$ cat src/rtl/ptd_pkg.sv
// ptd_pkg: types and constants shared by the periodic task dispatcher
// holds operation codes, result kinds, sequencer states and memory write controls
// no dependencies
`timescale 1ns / 1ps
`default_nettype none

package ptd_pkg;

	// field widths fixed by the item format
	localparam int unsigned MODE_W     = 2;
	localparam int unsigned TIX_W      = 3;
	localparam int unsigned PERIOD_W   = 16;
	localparam int unsigned TIME_W     = 32;
	localparam int unsigned KIND_W     = 3;
	localparam int unsigned SLOT_W     = 3;

	// at most this many results per tick are reported
	localparam int unsigned MAX_RESULTS = 8;
	localparam int unsigned RES_CNT_W   = $clog2(MAX_RESULTS + 1);

	// operation carried by an input item
	typedef enum logic [MODE_W-1:0] {
		MODE_TICK   = 2'd0,
		MODE_CREATE = 2'd1,
		MODE_DELETE = 2'd2,
		MODE_FORCE  = 2'd3
	} mode_t;

	// kind of a result item
	typedef enum logic [KIND_W-1:0] {
		KIND_CREATED    = 3'd0,
		KIND_FULL       = 3'd1,
		KIND_DELETED    = 3'd2,
		KIND_DEL_FAIL   = 3'd3,
		KIND_FORCED     = 3'd4,
		KIND_FORCE_FAIL = 3'd5,
		KIND_FIRED      = 3'd6,
		KIND_NONE       = 3'd7
	} kind_t;

	// sequencer states
	typedef enum logic [1:0] {
		ST_IDLE   = 2'd0,
		ST_READ   = 2'd1,
		ST_CHECK  = 2'd2,
		ST_FINISH = 2'd3
	} state_t;

	// write enables of the slot memory
	typedef struct packed {
		logic period_we;
		logic last_run_we;
	} mem_wr_t;

endpackage : ptd_pkg

`default_nettype wire

$ cat src/rtl/ptd_slot_mem.sv
// ptd_slot_mem: per-slot period and last-run memory, one write and one registered read port
// depends on ptd_pkg
`timescale 1ns / 1ps
`default_nettype none

module ptd_slot_mem
	import ptd_pkg::*;
#(
	parameter int unsigned DEPTH = 8,
	parameter int unsigned IDX_W = 3
) (
	input  wire logic                clk,
	input  wire mem_wr_t             wr,
	input  wire logic [IDX_W-1:0]    wr_addr,
	input  wire logic [PERIOD_W-1:0] wr_period,
	input  wire logic [TIME_W-1:0]   wr_last_run,
	input  wire logic [IDX_W-1:0]    rd_addr,
	output logic      [PERIOD_W-1:0] rd_period,
	output logic      [TIME_W-1:0]   rd_last_run
);

	logic [PERIOD_W-1:0] period_mem [DEPTH];
	logic [TIME_W-1:0]   last_run_mem [DEPTH];

	// write port
	always_ff @(posedge clk) begin
		if (wr.period_we) begin
			period_mem[wr_addr] <= wr_period;
		end
		if (wr.last_run_we) begin
			last_run_mem[wr_addr] <= wr_last_run;
		end
	end

	// registered read port
	always_ff @(posedge clk) begin
		rd_period   <= period_mem[rd_addr];
		rd_last_run <= last_run_mem[rd_addr];
	end

endmodule : ptd_slot_mem

`default_nettype wire

$ cat src/rtl/ptd_due_unit.sv
// ptd_due_unit: shared elapsed-time subtract and compare against a slot's period
// depends on ptd_pkg
`timescale 1ns / 1ps
`default_nettype none

module ptd_due_unit
	import ptd_pkg::*;
(
	input  wire logic [TIME_W-1:0]   now_time,
	input  wire logic [TIME_W-1:0]   last_run,
	input  wire logic [PERIOD_W-1:0] period,
	output logic                     due
);

	logic [TIME_W-1:0] elapsed;

	// modular elapsed time, then compare with the zero-extended period
	always_comb begin
		elapsed = now_time - last_run;
		due     = (elapsed >= {{(TIME_W - PERIOD_W){1'b0}}, period});
	end

endmodule : ptd_due_unit

`default_nettype wire

$ cat src/rtl/periodic_task_dispatcher.sv
// Periodic task dispatcher: task slot table with a walking sequencer. Create, delete and
// force-run items each give a single result, pushed from the finish state.
// A tick item walks the slots from index 0 upward through the one slot memory read port
// and the shared elapsed-time compare unit, with a read state and a check state per slot;
// the check waits while a held result cannot go out. A slot that fires and has a body
// gives one fired result, at most MAX_RESULTS per tick; each result is held until the next
// is known, so the final one carries last. A tick that reports nothing gives one none-fired
// result. No new item is taken until the current one has handed over its last result.
// depends on ptd_pkg, ptd_slot_mem and ptd_due_unit
`timescale 1ns / 1ps
`default_nettype none

module periodic_task_dispatcher
	import ptd_pkg::*;
#(
	parameter int unsigned MAX_TASKS = 8
) (
	input  wire logic                clk,
	input  wire logic                arst_n,
	input  wire logic                in_valid,
	output logic                     in_ready,
	input  wire logic [MODE_W-1:0]   mode,
	input  wire logic [TIX_W-1:0]    task_index,
	input  wire logic [PERIOD_W-1:0] period,
	input  wire logic                has_function,
	input  wire logic [TIME_W-1:0]   now_time,
	output logic                     out_valid,
	input  wire logic                out_ready,
	output logic      [KIND_W-1:0]   kind,
	output logic      [SLOT_W-1:0]   slot,
	output logic                     last
);

	localparam int unsigned IDX_W = (MAX_TASKS > 1) ? $clog2(MAX_TASKS) : 1;
	localparam int unsigned CNT_W = IDX_W + 1;

	state_t state_q, state_d;

	logic [MAX_TASKS-1:0] live_q, body_q, force_q;
	logic [CNT_W-1:0]     next_free_q;
	logic [IDX_W-1:0]     idx_q;
	logic [RES_CNT_W-1:0] n_q;
	logic [TIME_W-1:0]    now_q;

	logic                 pend_valid_q;
	kind_t                pend_kind_q;
	logic [SLOT_W-1:0]    pend_slot_q;

	logic                 out_valid_q, out_last_q;
	kind_t                out_kind_q;
	logic [SLOT_W-1:0]    out_slot_q;

	logic                 accept, push_ok, push, push_last;
	kind_t                push_kind;
	logic [SLOT_W-1:0]    push_slot;
	logic [IDX_W-1:0]     tix;
	logic                 in_range, table_full;
	logic                 due, fires, report, room, commit, walk_end;

	mem_wr_t              mem_wr;
	logic [IDX_W-1:0]     mem_wr_addr;
	logic [TIME_W-1:0]    mem_wr_last_run;
	logic [PERIOD_W-1:0]  rd_period;
	logic [TIME_W-1:0]    rd_last_run;

	// slot storage and shared compare unit
	ptd_slot_mem #(
		.DEPTH (MAX_TASKS),
		.IDX_W (IDX_W)
	) u_mem (
		.clk         (clk),
		.wr          (mem_wr),
		.wr_addr     (mem_wr_addr),
		.wr_period   (period),
		.wr_last_run (mem_wr_last_run),
		.rd_addr     (idx_q),
		.rd_period   (rd_period),
		.rd_last_run (rd_last_run)
	);

	ptd_due_unit u_due (
		.now_time (now_q),
		.last_run (rd_last_run),
		.period   (rd_period),
		.due      (due)
	);

	// decode of the addressed slot and the walk step
	always_comb begin
		accept     = in_valid && in_ready;
		push_ok    = !out_valid_q || out_ready;
		tix        = IDX_W'(task_index);
		in_range   = ({{(32 - TIX_W){1'b0}}, task_index} < 32'(MAX_TASKS));
		table_full = (next_free_q >= CNT_W'(MAX_TASKS));
		fires      = live_q[idx_q] && (due || force_q[idx_q]);
		report     = fires && body_q[idx_q];
		room       = (n_q < RES_CNT_W'(MAX_RESULTS));
		walk_end   = (idx_q == IDX_W'(MAX_TASKS - 1));
	end

	// next state, memory writes and output pushes
	always_comb begin
		state_d         = state_q;
		in_ready        = (state_q == ST_IDLE);
		push            = 1'b0;
		push_kind       = pend_kind_q;
		push_slot       = pend_slot_q;
		push_last       = 1'b0;
		commit          = 1'b0;
		mem_wr          = '0;
		mem_wr_addr     = idx_q;
		mem_wr_last_run = now_q;
		unique case (state_q)
			ST_IDLE: begin
				if (accept) begin
					if (mode == MODE_TICK) begin
						state_d = ST_READ;
					end else begin
						state_d = ST_FINISH;
					end
					if (mode == MODE_CREATE && !table_full) begin
						mem_wr.period_we   = 1'b1;
						mem_wr.last_run_we = 1'b1;
						mem_wr_addr        = next_free_q[IDX_W-1:0];
						mem_wr_last_run    = '0;
					end
				end
			end
			ST_READ: begin
				state_d = ST_CHECK;
			end
			ST_CHECK: begin
				// under the result limit, a new report pushes out the held one, which must wait for the output
				if (report && pend_valid_q && room) begin
					commit = push_ok;
					push   = push_ok;
				end else begin
					commit = 1'b1;
				end
				if (commit) begin
					mem_wr.last_run_we = report;
					state_d            = walk_end ? ST_FINISH : ST_READ;
				end
			end
			ST_FINISH: begin
				if (push_ok) begin
					push      = 1'b1;
					push_last = 1'b1;
					if (!pend_valid_q) begin
						push_kind = KIND_NONE;
						push_slot = '0;
					end
					state_d = ST_IDLE;
				end
			end
			default: begin
				state_d = ST_IDLE;
			end
		endcase
	end

	// state register
	always_ff @(posedge clk or negedge arst_n) begin
		if (!arst_n) begin
			state_q <= ST_IDLE;
		end else begin
			state_q <= state_d;
		end
	end

	// slot flags, free pointer, walk index and held result
	always_ff @(posedge clk or negedge arst_n) begin
		if (!arst_n) begin
			live_q       <= '0;
			body_q       <= '0;
			force_q      <= '0;
			next_free_q  <= '0;
			idx_q        <= '0;
			n_q          <= '0;
			pend_valid_q <= 1'b0;
		end else if (accept) begin
			pend_valid_q <= 1'b1;
			unique case (mode_t'(mode))
				MODE_TICK: begin
					idx_q        <= '0;
					n_q          <= '0;
					pend_valid_q <= 1'b0;
				end
				MODE_CREATE: begin
					if (!table_full) begin
						live_q[next_free_q[IDX_W-1:0]]  <= 1'b1;
						body_q[next_free_q[IDX_W-1:0]]  <= has_function;
						force_q[next_free_q[IDX_W-1:0]] <= 1'b0;
						next_free_q                     <= next_free_q + CNT_W'(1);
					end
				end
				MODE_DELETE: begin
					if (in_range && live_q[tix]) begin
						live_q[tix]  <= 1'b0;
						body_q[tix]  <= 1'b0;
						force_q[tix] <= 1'b0;
					end
				end
				MODE_FORCE: begin
					if (in_range && live_q[tix] && body_q[tix]) begin
						force_q[tix] <= 1'b1;
					end
				end
				default: begin
					pend_valid_q <= 1'b1;
				end
			endcase
		end else if (state_q == ST_CHECK && commit) begin
			if (fires) begin
				force_q[idx_q] <= 1'b0;
			end
			if (report && room) begin
				pend_valid_q <= 1'b1;
				n_q          <= n_q + RES_CNT_W'(1);
			end
			if (!walk_end) begin
				idx_q <= idx_q + IDX_W'(1);
			end
		end
	end

	// held result payload and tick time
	always_ff @(posedge clk) begin
		if (accept) begin
			now_q <= now_time;
			unique case (mode_t'(mode))
				MODE_CREATE: begin
					pend_kind_q <= table_full ? KIND_FULL : KIND_CREATED;
					pend_slot_q <= table_full ? '0 : SLOT_W'(next_free_q);
				end
				MODE_DELETE: begin
					pend_kind_q <= (in_range && live_q[tix]) ? KIND_DELETED : KIND_DEL_FAIL;
					pend_slot_q <= task_index;
				end
				MODE_FORCE: begin
					pend_kind_q <= (in_range && live_q[tix] && body_q[tix]) ?
						KIND_FORCED : KIND_FORCE_FAIL;
					pend_slot_q <= task_index;
				end
				default: begin
					pend_kind_q <= KIND_NONE;
					pend_slot_q <= '0;
				end
			endcase
		end else if (state_q == ST_CHECK && commit && report && room) begin
			pend_kind_q <= KIND_FIRED;
			pend_slot_q <= SLOT_W'(idx_q);
		end
	end

	// output register
	always_ff @(posedge clk or negedge arst_n) begin
		if (!arst_n) begin
			out_valid_q <= 1'b0;
		end else if (push) begin
			out_valid_q <= 1'b1;
		end else if (out_ready) begin
			out_valid_q <= 1'b0;
		end
	end

	always_ff @(posedge clk) begin
		if (push) begin
			out_kind_q <= push_kind;
			out_slot_q <= push_slot;
			out_last_q <= push_last;
		end
	end

	assign out_valid = out_valid_q;
	assign kind      = out_kind_q;
	assign slot      = out_slot_q;
	assign last      = out_last_q;

endmodule : periodic_task_dispatcher

`default_nettype wire

$ cat config.mk
export PLATFORM = sky130hd
export DESIGN_NAME = periodic_task_dispatcher
export DESIGN_NICKNAME = d
export VERILOG_FILES = /design/src/rtl/ptd_pkg.sv /design/src/rtl/ptd_slot_mem.sv /design/src/rtl/ptd_due_unit.sv /design/src/rtl/periodic_task_dispatcher.sv
export SDC_FILE = /design/constraint.sdc
export NUM_CORES = 1
export LEC_CHECK = 0
export ABC_CLOCK_PERIOD_IN_PS = 16260
export BUFFER_PORTS_ARGS = -buffer_cell sky130_fd_sc_hd__buf_2
export CORE_MARGIN = 4
export CORE_UTILIZATION = 38
export DETAILED_ROUTE_END_ITERATION = 8
export SKIP_CTS_REPAIR_TIMING = 1
export SYNTH_ARGS = -nofsm -noshare
export SYNTH_HDL_FRONTEND = slang
export SYNTH_HIERARCHICAL = 1
export SYNTH_SLANG_ARGS = --single-unit
$ cat constraint.sdc
create_clock -name clk -period 16.26 [get_ports clk]
set_input_delay 0 -clock clk [delete_from_list [all_inputs] [get_ports clk]]
set_output_delay 0 -clock clk [all_outputs]
set_load 0.05 [all_outputs]
# ---- Word level (Yosys, flattened, before mapping)
# Memories as Yosys holds them, arrays and structs flattened. A register that Yosys moved wholly into a read port is not among the register bits.
# Cells that the tools add are included.
dict set report word_totals {
  ff_bits 84
  mem_bits_rw 384
  in_bits 58
  output_inout_bits 9
  wordCells 180
  n_memories 2
}
dict set report op_classes {
  add_sub_neg 4
  n_lt_le_gt_ge 9
  n_eq_ne 18
  mux 87
  bitwise 11
  n_reduce_logical 34
}
# name depth word_bits rd rd_clocked_by_memory_dff wr line_no
set mem_list {}
lappend mem_list {u_mem.last_run_mem 8 32 1 1 1 ptd_slot_mem.sv:23} ;# logic [TIME_W-1:0] last_run_mem [DEPTH];
lappend mem_list {u_mem.period_mem 8 16 1 1 1 ptd_slot_mem.sv:22} ;# logic [PERIOD_W-1:0] period_mem [DEPTH];
# cell n
set ops {}
lappend ops {{$mux W32} 3}
lappend ops {{$mux W8} 10}
lappend ops {{$mux W3} 18}
lappend ops {{$and A8 B8 Y8} 5}
lappend ops {{$ge A32 B16 Y1} 1}
lappend ops {{$pmux W8 S2} 2}
lappend ops {{$sub A32 B32 Y32} 1}
lappend ops {{$mux W1} 28}
lappend ops {{$not A8 Y8} 3}
lappend ops {{$pmux W8 S3} 1}
lappend ops {{$mux W4} 4}
lappend ops {{$or A8 B8 Y8} 2}
lappend ops {{$bmux W1 S3} 5}
lappend ops {{$logic_and A1 B1 Y1} 14}
lappend ops {{$mux W2} 7}
lappend ops {{$lt A3 B4 Y1 const B} 3}
lappend ops {{$reduce_and A3 Y1} 4}
lappend ops {{$reduce_bool A2 Y1} 6}
lappend ops {{$ne A2 B2 Y1 const B} 5}
lappend ops {{$demux W1 S3} 3}
lappend ops {{$ge A3 B1 Y1 const B} 3}
lappend ops {{$ne A3 B3 Y1 const B} 3}
lappend ops {{$pmux W3 S3} 1}
lappend ops {{$add A4 B1 Y4 const B} 2}
lappend ops {{other kinds (20)} 29}

# ---- Logic depth before layout (Yosys ltp)
# Gate-level depths: netlist of run 1.
dict set report depth {
  depth_word 15
  depth_mapped 26
  depth_no_buf 26
}

# ---- Cells and area by module
# The synthesis of run 1 kept the hierarchy.
# mod instances cells_per_inst area_per_inst_um2 seq_area_each_um2
set modules_own_cells {}
lappend modules_own_cells {ptd_slot_mem 1 626 15662.5 12492.0}
lappend modules_own_cells {periodic_task_dispatcher 1 411 4365.4 2327.2}
lappend modules_own_cells {ptd_due_unit 1 373 2612.5 0.0}

# ---- Worst setup path before layout of run 1
# No wires, ideal clock.
dict set report synth_timing {
  path_kind {register -> register}
  startpoint {register now_q[0]}
  endpoint {memory u_mem.last_run_mem[2][0] (enable)}
  setup_time_ns 0.461
  arrival_time_ns 6.464
  required_time_ns 15.799
  setup_slack_ns 9.335
  stages_incl_launch_ff 24
  n_path_buf 0
  synth_period_minus_slack_ns 6.925
  cell_sequence {edfxtp_1 inv_1 ha_1 fa_1 or2b_2 a21o_2 a211oi_1 a211oi_1 and2_1 xnor2_1 ha_1 nand4_1 or3_2 o2111ai_1 or4_1 nor4_1 o2111ai_1 a31oi_1 a21oi_1 nand3b_4 or3_4 nand2_1 nand2_1 nor3_1}
}
# element line_no
set synth_rtl {}
lappend synth_rtl {{start: declaration} periodic_task_dispatcher.sv:43} ;# logic [TIME_W-1:0] now_q;
lappend synth_rtl {{start signal: assignment} periodic_task_dispatcher.sv:230} ;# now_q <= now_time;
lappend synth_rtl {{end: declaration} ptd_slot_mem.sv:23}

==> impl_metrics.yaml, run 1 <==
outcome:
  run_status: "finished, violations left"
  violations: "hold timing"
timing:
  period_share_pct: 40.0
  tightestPinTransition_ns: 1.23
  layout_setup_ws_ns: 9.76
  finalSetupViolCount: 0
  relSlewSlack_pct: 18.0
  slew_violations: 0
  fin_crit_ns: 6.50
  rsz0062_at_grt: "false"
  tns_ns: 0
  fmaxAchievable_ghz: 0.154
  hold_ws_ns: -0.0281
  skew_ns: 0.0373
  hold_viol: 1
power:
  peakVddDrop_v: 0.0000997
  comb_power_share_pct: 34.5
  switchingPower_mw: 1.50
  p_clk_share_pct: 26.8
  p_per_area_nw_per_um2: 174
  leakagePower_nw: 9.12
  p_int_mw: 3.02
  p_seq_share_pct: 38.7
  swShare_pct: 33.1
worst_setup_path:
  path_class: "reg2reg"
  critical_path.startpoint_type: "register"
  cp-end-kind: "register"
  crit_top_cell: "a21oi_1"
  cp_slowest_cell: "a2111oi_0"
  reg2reg_depth: 23
  crit_chain: "ha_1 -> nor2b_1 -> o31a_1 -> o41ai_1 -> o21ai_0 -> a21oi_1 -> xnor2_1 -> ha_1 -> a21oi_1 -> o21ai_0 -> a2111oi_0 -> o2111ai_1 -> or4_1 -> nor4_1 -> o2111ai_1 -> a31oi_1 -> a21oi_1 -> nand3b_4 -> or3_4 -> nand2_1 -> nand2_1 -> nor2_4 -> buf_4"
  critical_path_peak_fanout: 23
  slowest_delay_ns: 0.63
  crit_required_ns: 16.55
  arrival_ns: 6.80
clocking:
  cts.sinks: 516
  max-clock-path-buffers: 3
  clk_latency_ns: 0.61
  ctsHtreeMaxLevel: 2
  tritoncts: "built"
  root_buffer: "clkbuf_16"
  cts_made_buffers: 54
  path_clk_slew_ns: 0.07
final_layout:
  nFillCells: 5229
  postLayoutCoreUtil_pct: 44.0
  regArea_um2: 14800
  diodes: 0
  area_growth_pct: 14.7
  num-nets-final: 1654
  multiInputGateArea_um2: 7130
  drive_above_1_share_pct: 22.3
placement:
  port_buffers: 66
  dp_hpwl_um: 33000
  dp_slack_ns: 9.84
  globalplace.congestion: 0.880
logic_synthesis:
  synthCells: 1410
  ys_ff_latch: 516
  yosysWarnings: 6
  yosysMostFrequentCell: "edfxtp_1"
  seq_area_frac_synth_pct: 65.5
  yosysTopAreaCellShare_pct: 56.9
  synth_top_cell_by_area: "edfxtp_1"
  synthTopCellsByCount: "edfxtp_1 (429), mux4_2 (94), inv_1 (70)"
  synth_top_flop_cell: "edfxtp_1"
  async_flop_share_pct: 7.56
  synth_edf_count: 429
  ys_top_cells_by_area: "edfxtp_1 (57%), mux4_2 (9.4%), dfrtp_1 (4.3%)"
  syn_nets: 1521
  synth_area_um2: 22600
  ys_types: 94
  syn_avg_cell_area_um2: 16.1
drt:
  viasPerCell: 5.33
  vias: 12600
  routed_wl_um: 51700
  wire_per_inst_um: 21.9
  drt_iter0_markers: 898
  dr.pass1.iters: 6
  antenna_left: 0
  drc_errors: 0
die:
  ios: 67
  die-area_um2: 63500
  coreArea_um2: 59000
  die_x_um: 252
  row_count: 89
  start_util_pct: 38.4
  die_h_um: 252
worst_hold_path:
  holdPathStages: 3
  holdCritPathClass: "in2reg"
global_routing:
  grt_first_pass_wirelength_um: 78200
  grtUsageTotal_pct: 16.0
  antenna_found_initial: 0
  grt_max_degree: 67
  grt_overflow: 0
  first_global_vias: 12700
run:
  maxCapViolations: 0
==> registers in the layout, summed over array words and instances (netlist names), 8 cells and up <==
register	count
u_mem/last_run_mem	256
u_mem/period_mem	128
now_q	32
u_mem/rd_last_run	32
u_mem/rd_period	16
body_q	8
force_q	8
live_q	8
==> per-stage QoR <==
step           total power, mW  instance area (um2)  hold slack (ns)  std cells
6_report                  4.52                26000          -0.0281       2358
5_1_grt                   4.77                26000          0.00643       2358
4_1_cts                   4.55                25400           -0.479       2302
3_5_place_dp              3.32                23700            0.179       2204
3_3_place_gp              3.32                23700            0.176       2204
2_1_floorplan             2.96                22600           -0.296       1410
==> cells in the final DEF (no fill, tap or decap), drive strengths merged, types with 5 or more instances in the layout <==
master       count
nand3           24
buf             86
a21oi           42
and3             5
dlygate4sd3     56
mux2i           14
xnor2           13
or3              6
nand4           12
xor2            10
a221oi           7
dfxtp           48
bufinv           5
nand2b          19
nor3b            6
ha              52
nor3            17
a21boi           5
nor2            56
clkinv          15
clkbuf          74
nor4             6
a31oi           11
a21o            17
nand2           70
mux4            99
inv             77
dfrtp           39
a211oi          11
nor2b           11
edfxtp         429
o21ai           68
o211ai           8
and2            41
o21a             7
mux2            54
==> kinds of logic (layout without fill, tap and decap cells) <==
logic type      after synthesis  in the layout  share of synthesized area, %
compound gates              224            224                          6.69
xor+xnor                     23             23                         0.890
fa+ha+maj                    53             53                          2.96
mux                         167            167                          13.9
buf+inv                     138            313                          3.34
simple gates                289            289                          6.74
flops                       516            516                          65.5
==> worst paths after layout <==
path	startpoint	to	slack, ns
min in group asynchronous	arst_n	live_q[0]	0.06
max	now_q[1]	u_mem/last_run_mem[6][8]	9.76
max reg2reg	now_q[1]	u_mem/last_run_mem[6][8]	9.76
max in group asynchronous	arst_n	idx_q[1]	15.50
min reg2reg	n_q[2]	n_q[2]	0.47
min	task_index[0]	live_q[0]	-0.03
==> metal layers <==
| layer | up-vias | routed length, um | global-route usage, % |
|---|---|---|---|
| met2 | 297 | 26000 | 27.3 |
| met1 | 6457 | 22300 | 21.5 |
| met3 | 58 | 2450 | 2.65 |
| li1 | 5750 | - | - |
| met5 | - | 0 | 0 |
| met4 | 0 | 932 | 4.32 |
==> critical path, delay by kind of cell (launching register included) <==
family	cells	cell delay, ns
compound gates	11	2.89
xor+xnor	1	0.14
simple gates	8	1.85
fa+ha+maj	2	0.58
flops	1	0.42
buf+inv	1	0.30
==> area by class of cell <==
type	count	share of cell area, %
Clock buffer	74	5.61
Clock inverter	24	1.07
Inverter	73	1.05
Multi-Input combinational cell	756	27.4
Sequential cell	516	57.1
Tap cell	773	3.72
Timing Repair Buffer	142	4.01
==> power groups by stage <==
stage / combinational, mW / sequential [mW] / clock [mW]
2_1_floorplan: 1.25 / 1.71 / 0
3_3_place_gp: 1.54 / 1.78 / 0
3_5_place_dp: 1.54 / 1.78 / 0
4_1_cts: 1.55 / 1.75 / 1.24
5_1_grt: 1.71 / 1.77 / 1.30
6_report: 1.56 / 1.75 / 1.21
No activity file was read; power rests on OpenSTA's default activity.
==> inputs of run 2 (changes only) <==
- ABC_CLOCK_PERIOD_IN_PS: 16260 -> 6000
- clock period: 16.26 -> 6 ns (I/O delays scaled with it)
==> run 2 against run 1 <==
Via count is 3.8% higher. Utilization is 1.2 points higher. Sequential power grew to 2.7 times the previous value. The run now ends clean. Cell area is 2.6% higher. Global-route usage is 0.26 points higher. Total power grew to 2.8 times the previous value. Critical path type unchanged. Sequential share of layout area is 1.5 points lower. Worst hold slack better by 0.050 ns. Fmax is 13% higher. Critical endpoint is now u_mem/last_run_mem[4][21].
==> impl_metrics.yaml, run 2 (same netlist as run 1, synthesis figures left out) <==
outcome:
  run_status: "finished, final reports clean"
timing:
  layout_setup_ws_ns: 0.258
  hold_viol: 0
  skew_ns: 0.0194
  tightestPinTransition_ns: 0.976
  period_share_pct: 95.7
  rsz0062_at_grt: "false"
  finalSetupViolCount: 0
  fmaxAchievable_ghz: 0.174
  fin_crit_ns: 5.74
  slew_violations: 0
  relSlewSlack_pct: 34.9
worst_hold_path:
  holdCritPathClass: "in2reg"
global_routing:
  grt_max_degree: 65
  first_global_vias: 13000
  grtUsageTotal_pct: 16.3
  grt_first_pass_wirelength_um: 79500
  grt_overflow: 0
  antenna_found_initial: 0
die:
  ios: 67
  die_x_um: 252
  die_h_um: 252
  row_count: 89
  coreArea_um2: 59000
  die-area_um2: 63500
  start_util_pct: 38.4
worst_setup_path:
  cp_slowest_cell: "nor2_4"
  critical_path_peak_fanout: 16
  arrival_ns: 5.97
  cp.buffers_inverters: 3
  cp-end-kind: "register"
  slowest_delay_ns: 0.53
  path_class: "reg2reg"
  critical_path.startpoint_type: "register"
  crit_required_ns: 6.23
  cp_top_family: "simple AND/OR/NAND/NOR gates"
drt:
  viasPerCell: 5.42
  vias: 13000
  dr.pass1.iters: 6
  routed_wl_um: 54400
  drc_errors: 0
  antenna_left: 0
  drt_iter0_markers: 1107
  wire_per_inst_um: 22.6
final_layout:
  final_common_cell: "edfxtp_1"
  reg_top3: "u_mem/last_run_mem: 256 flops, u_mem/period_mem: 128 flops"
  num-nets-final: 1696
  largest_reg_flops: 256
  final_cell_mix: "edfxtp_1 (429), mux4_2 (94), inv_1 (70)"
  diodes: 0
  drive_above_1_share_pct: 26.1
  fin_area_um2: 26700
  regMostFlops: "u_mem/last_run_mem"
  area_growth_pct: 17.8
placement:
  port_buffers: 66
  dp_slack_ns: -0.214
  globalplace.congestion: 0.904
  place_area_um2: 23900
  dp_hpwl_um: 33600
clocking:
  clk_latency_ns: 0.60
  cts_made_buffers: 55
  root_buffer: "clkbuf_16"
  max-clock-path-buffers: 3
  path_clk_slew_ns: 0.06
  cts.sinks: 516
  tritoncts: "built"
  ctsHtreeMaxLevel: 2
power:
  leakagePower_nw: 9.40
  peakVddDrop_v: 0.000261
  p_per_area_nw_per_um2: 477
  p_total_mw: 12.7
run:
  maxCapViolations: 0
-- run 2: changes by cell type in the layout (fill, tap and decap cells not counted), sizes merged, moves of 2 or more --
cell | previous run | this run
inv | 77 | 75
clkinv | 15 | 19
bufinv | 5 | 3
nor2 | 56 | 63
clkbuf | 74 | 80
buf | 86 | 118
-- run 2: power breakdown --
group / internal (mW) / switching, mW / total (mW)
Clock: 1.97 / 1.40 / 3.36
Sequential: 4.39 / 0.392 / 4.78
Combinational: 2.07 / 2.49 / 4.56
Total: 8.43 / 4.28 / 12.7
-- run 2: layout make-up --
cell class / instances / area (um2)
Multi-Input combinational cell: 763 / 7310
Inverter: 73 / 274
Clock inverter: 25 / 228
Tap cell: 773 / 967
Timing Repair Buffer: 176 / 1470
Clock buffer: 78 / 1580
Sequential cell: 516 / 14800
Fill cell: 5139 / 32400
-- run 2: stage by stage --
step / setup TNS, ns / utilization (%) / hold WS [ns] / std cells
6_report: 0 / 45.2 / 0.0216 / 2404
5_1_grt: 0 / 45.2 / 0.0447 / 2404
4_1_cts: -46.58 / 43.6 / -0.463 / 2332
3_5_place_dp: -40.21 / 40.6 / 0.178 / 2229
3_3_place_gp: -10.03 / 40.6 / 0.179 / 2229
2_1_floorplan: -11.66 / - / -0.296 / 1410
-- run 2: worst reg2reg max path, stage by stage, from the launching register on --
cell and delay, ns:
edfxtp_1 0.33, inv_1 0.05, ha_2 0.19, fa_2 0.34, or2b_4 0.27, a21o_4 0.21, a211oi_2 0.25, a211oi_2 0.07
and2_4 0.17, xnor2_1 0.13, ha_1 0.34, nand4_1 0.11, or3_2 0.52, o2111ai_1 0.25, or4_4 0.19, nor4_4 0.04
o2111ai_1 0.10, a31oi_1 0.09, a21oi_2 0.20, nand3b_4 0.09, or3_4 0.42, nand2_2 0.11, nand2b_1 0.09, buf_8 0.15
buf_12 0.13, nor2_4 0.53
-- run 2: path summary, 6_finish.rpt --
path / start / cells after the start / slack (ns) / end
max in group asynchronous: arst_n / 2 / 5.20 / idx_q[0]
worst max register to register: now_q[0] / 25 / 0.26 / u_mem/last_run_mem[4][21]
min in group asynchronous: arst_n / 2 / 0.09 / body_q[0]
worst max-delay path: now_q[0] / 25 / 0.26 / u_mem/last_run_mem[4][21]
worst min register to register: n_q[2] / 1 / 0.48 / n_q[2]
worst min-delay path: task_index[0] / 3 / 0.02 / live_q[0]
-- run 2: per-layer routing --
layer  global-route usage [%]  routed length (um)  share of wire, %
met3                     2.38                2770               5.1
met4                     5.61                1420               2.6
met1                     22.1               23300                43
met2                     27.1               26900                49
met5                        0                   0                 0
==> inputs of run 3 (changes only) <==
- CORE_MARGIN: 4 -> 1.5
- REMOVE_ABC_BUFFERS: default -> 1
==> run 3 against run 2 <==
The flow now finishes with violations (hold timing). Cell area up 0.92%. Combinational power is essentially flat. Final cell count increased by 0.50%. Non-clock buffer count increased by 13. Worst hold slack worse by 0.035 ns. Largest cell class unchanged. Highest routed layer unchanged.
==> impl_metrics.yaml, run 3 (same netlist as run 1, synthesis figures left out) <==
global_routing:
  grt_max_degree: 63
  antenna_found_initial: 1
  first_global_vias: 12900
  grt_first_pass_wirelength_um: 78500
  grt_overflow: 0
  grtUsageTotal_pct: 17.0
final_layout:
  reg_top3: "u_mem/last_run_mem: 256 flops, u_mem/period_mem: 128 flops"
  drive_above_1_share_pct: 26.1
  largest_reg_flops: 256
  regMostFlops: "u_mem/last_run_mem"
  final_cell_mix: "edfxtp_1 (429), mux4_2 (94), inv_1 (70)"
  area_growth_pct: 18.9
  layoutNonFillerInstCount: 2416
  fin_area_um2: 26900
  postLayoutCoreUtil_pct: 45.7
  final_common_cell: "edfxtp_1"
  num-nets-final: 1708
  nFillCells: 5041
drt:
  dr.pass1.iters: 5
  antenna_left: 0
  drc_errors: 0
  viasPerCell: 5.36
  drt_iter0_markers: 1021
  vias: 12900
  wire_per_inst_um: 22.1
  routed_wl_um: 53500
worst_setup_path:
  arrival_ns: 5.95
  rrSetupSlack_ns: 0.25
  r2r_end: "u_mem/last_run_mem[7][31]"
  critical_path.startpoint_type: "register"
  crit_required_ns: 6.20
  reg2reg_depth: 25
  cp-end-kind: "register"
  path_class: "reg2reg"
  r2r_start: "now_q[0]"
  critical_path_peak_fanout: 16
power:
  comb_power_share_pct: 35.4
  switchingPower_mw: 4.24
  p_total_mw: 12.9
  leakagePower_nw: 9.53
  p_per_area_nw_per_um2: 480
  swShare_pct: 32.8
  peakVddDrop_v: 0.000257
  p_int_mw: 8.67
  p_clk_share_pct: 27.7
  p_seq_share_pct: 36.9
clocking:
  path_clk_slew_ns: 0.06
  root_buffer: "clkbuf_16"
  max-clock-path-buffers: 3
  cts.sinks: 516
  tritoncts: "built"
  cts_made_buffers: 54
  clk_latency_ns: 0.61
  ctsHtreeMaxLevel: 2
timing:
  hold_viol: 1
  skew_ns: 0.0417
  tns_ns: 0
  finalSetupViolCount: 0
  relSlewSlack_pct: 32.8
  hold_ws_ns: -0.0133
  slew_violations: 0
  tightestPinTransition_ns: 1.01
  fin_crit_ns: 5.75
  fmaxAchievable_ghz: 0.174
  layout_setup_ws_ns: 0.254
  period_share_pct: 95.8
worst_hold_path:
  holdCritPathClass: "in2reg"
  holdPathStages: 3
  hold_start: "task_index[0]"
  worst_hold_path.endpoint: "live_q[0]"
die:
  ios: 67
  die_h_um: 247
  row_count: 89
  die_x_um: 247
  coreArea_um2: 58900
  die-area_um2: 61100
  start_util_pct: 38.4
placement:
  placed_cells_incl_taps: 2233
  dp_slack_ns: -0.308
  port_buffers: 66
  dp_hpwl_um: 32800
  place_area_um2: 24000
  globalplace.congestion: 0.938
outcome:
  violations: "hold timing"
  run_status: "finished, violations left"
run:
  maxCapViolations: 0
-- run 3: cell types whose count changed in the layout (fill, tap and decap cells not counted), sizes merged --
cell	change
buf	+12
bufinv	+7
clkbuf	-5
clkinv	-2
inv	-2
clkinvlp	+1
diode	+1
-- run 3: critical path: stages, from the launching register on --
cell       delay [ns]
edfxtp_1         0.33
inv_1            0.05
ha_1             0.23
fa_2             0.36
or2b_2           0.31
a21o_2           0.22
buf_4            0.14
a21oi_1          0.16
nand2b_1         0.15
a31oi_1          0.10
xnor2_1          0.15
ha_1             0.27
nand4_1          0.08
or3_2            0.51
o2111ai_1        0.22
or4_1            0.15
nor4_2           0.04
o2111ai_2        0.15
a31oi_2          0.09
a21oi_2          0.19
nand3b_4         0.09
or3_4            0.34
nand2_1          0.14
nand2_4          0.12
buf_6            0.18
nor2_4           0.57
-- run 3: how the worst max path moves through the flow --
stage                     startpoint                         to  slack [ns]  depth (start not counted)
after global placement      now_q[0]   u_mem/last_run_mem[1][4]       -0.16                         24
after detailed placement    now_q[1]   u_mem/last_run_mem[1][3]       -0.31                         25
after CTS                   now_q[1]  u_mem/last_run_mem[1][26]       -0.41                         25
final                       now_q[0]  u_mem/last_run_mem[7][31]        0.25                         25
after global routing        now_q[0]  u_mem/last_run_mem[7][31]       -0.02                         25
after floorplan             idx_q[0]   u_mem/last_run_mem[2][0]       -2.11                          8
-- run 3: power groups by stage --
stage	sequential, mW	combinational (mW)	clock [mW]
floorplan	4.90	3.04	0
detailed placement	4.85	4.34	0
global placement	4.84	4.34	0
global route	4.82	4.98	3.79
finish	4.77	4.57	3.57
CTS	4.78	4.38	3.66
-- run 3: area by class of cell --
cell class	count	area [um2]	share of cell area [%]
flip-flops and latches	516	14800	55.1
multi-input cells	763	7270	27.0
repair buffers	189	1630	6.05
clock buffers	72	1500	5.57
well taps	773	967	3.59
clock inverters	29	433	1.61
inverters	73	274	1.02
diodes	1	2.50	0.00930
-- run 3: per-layer routing --
metal	track usage, %	vias to the layer above	share of wire [%]
li1	-	5859	-
met1	23.2	6663	45
met2	27.7	349	47
met3	2.85	76	4.9
met4	5.34	0	2.4
met5	0	-	0
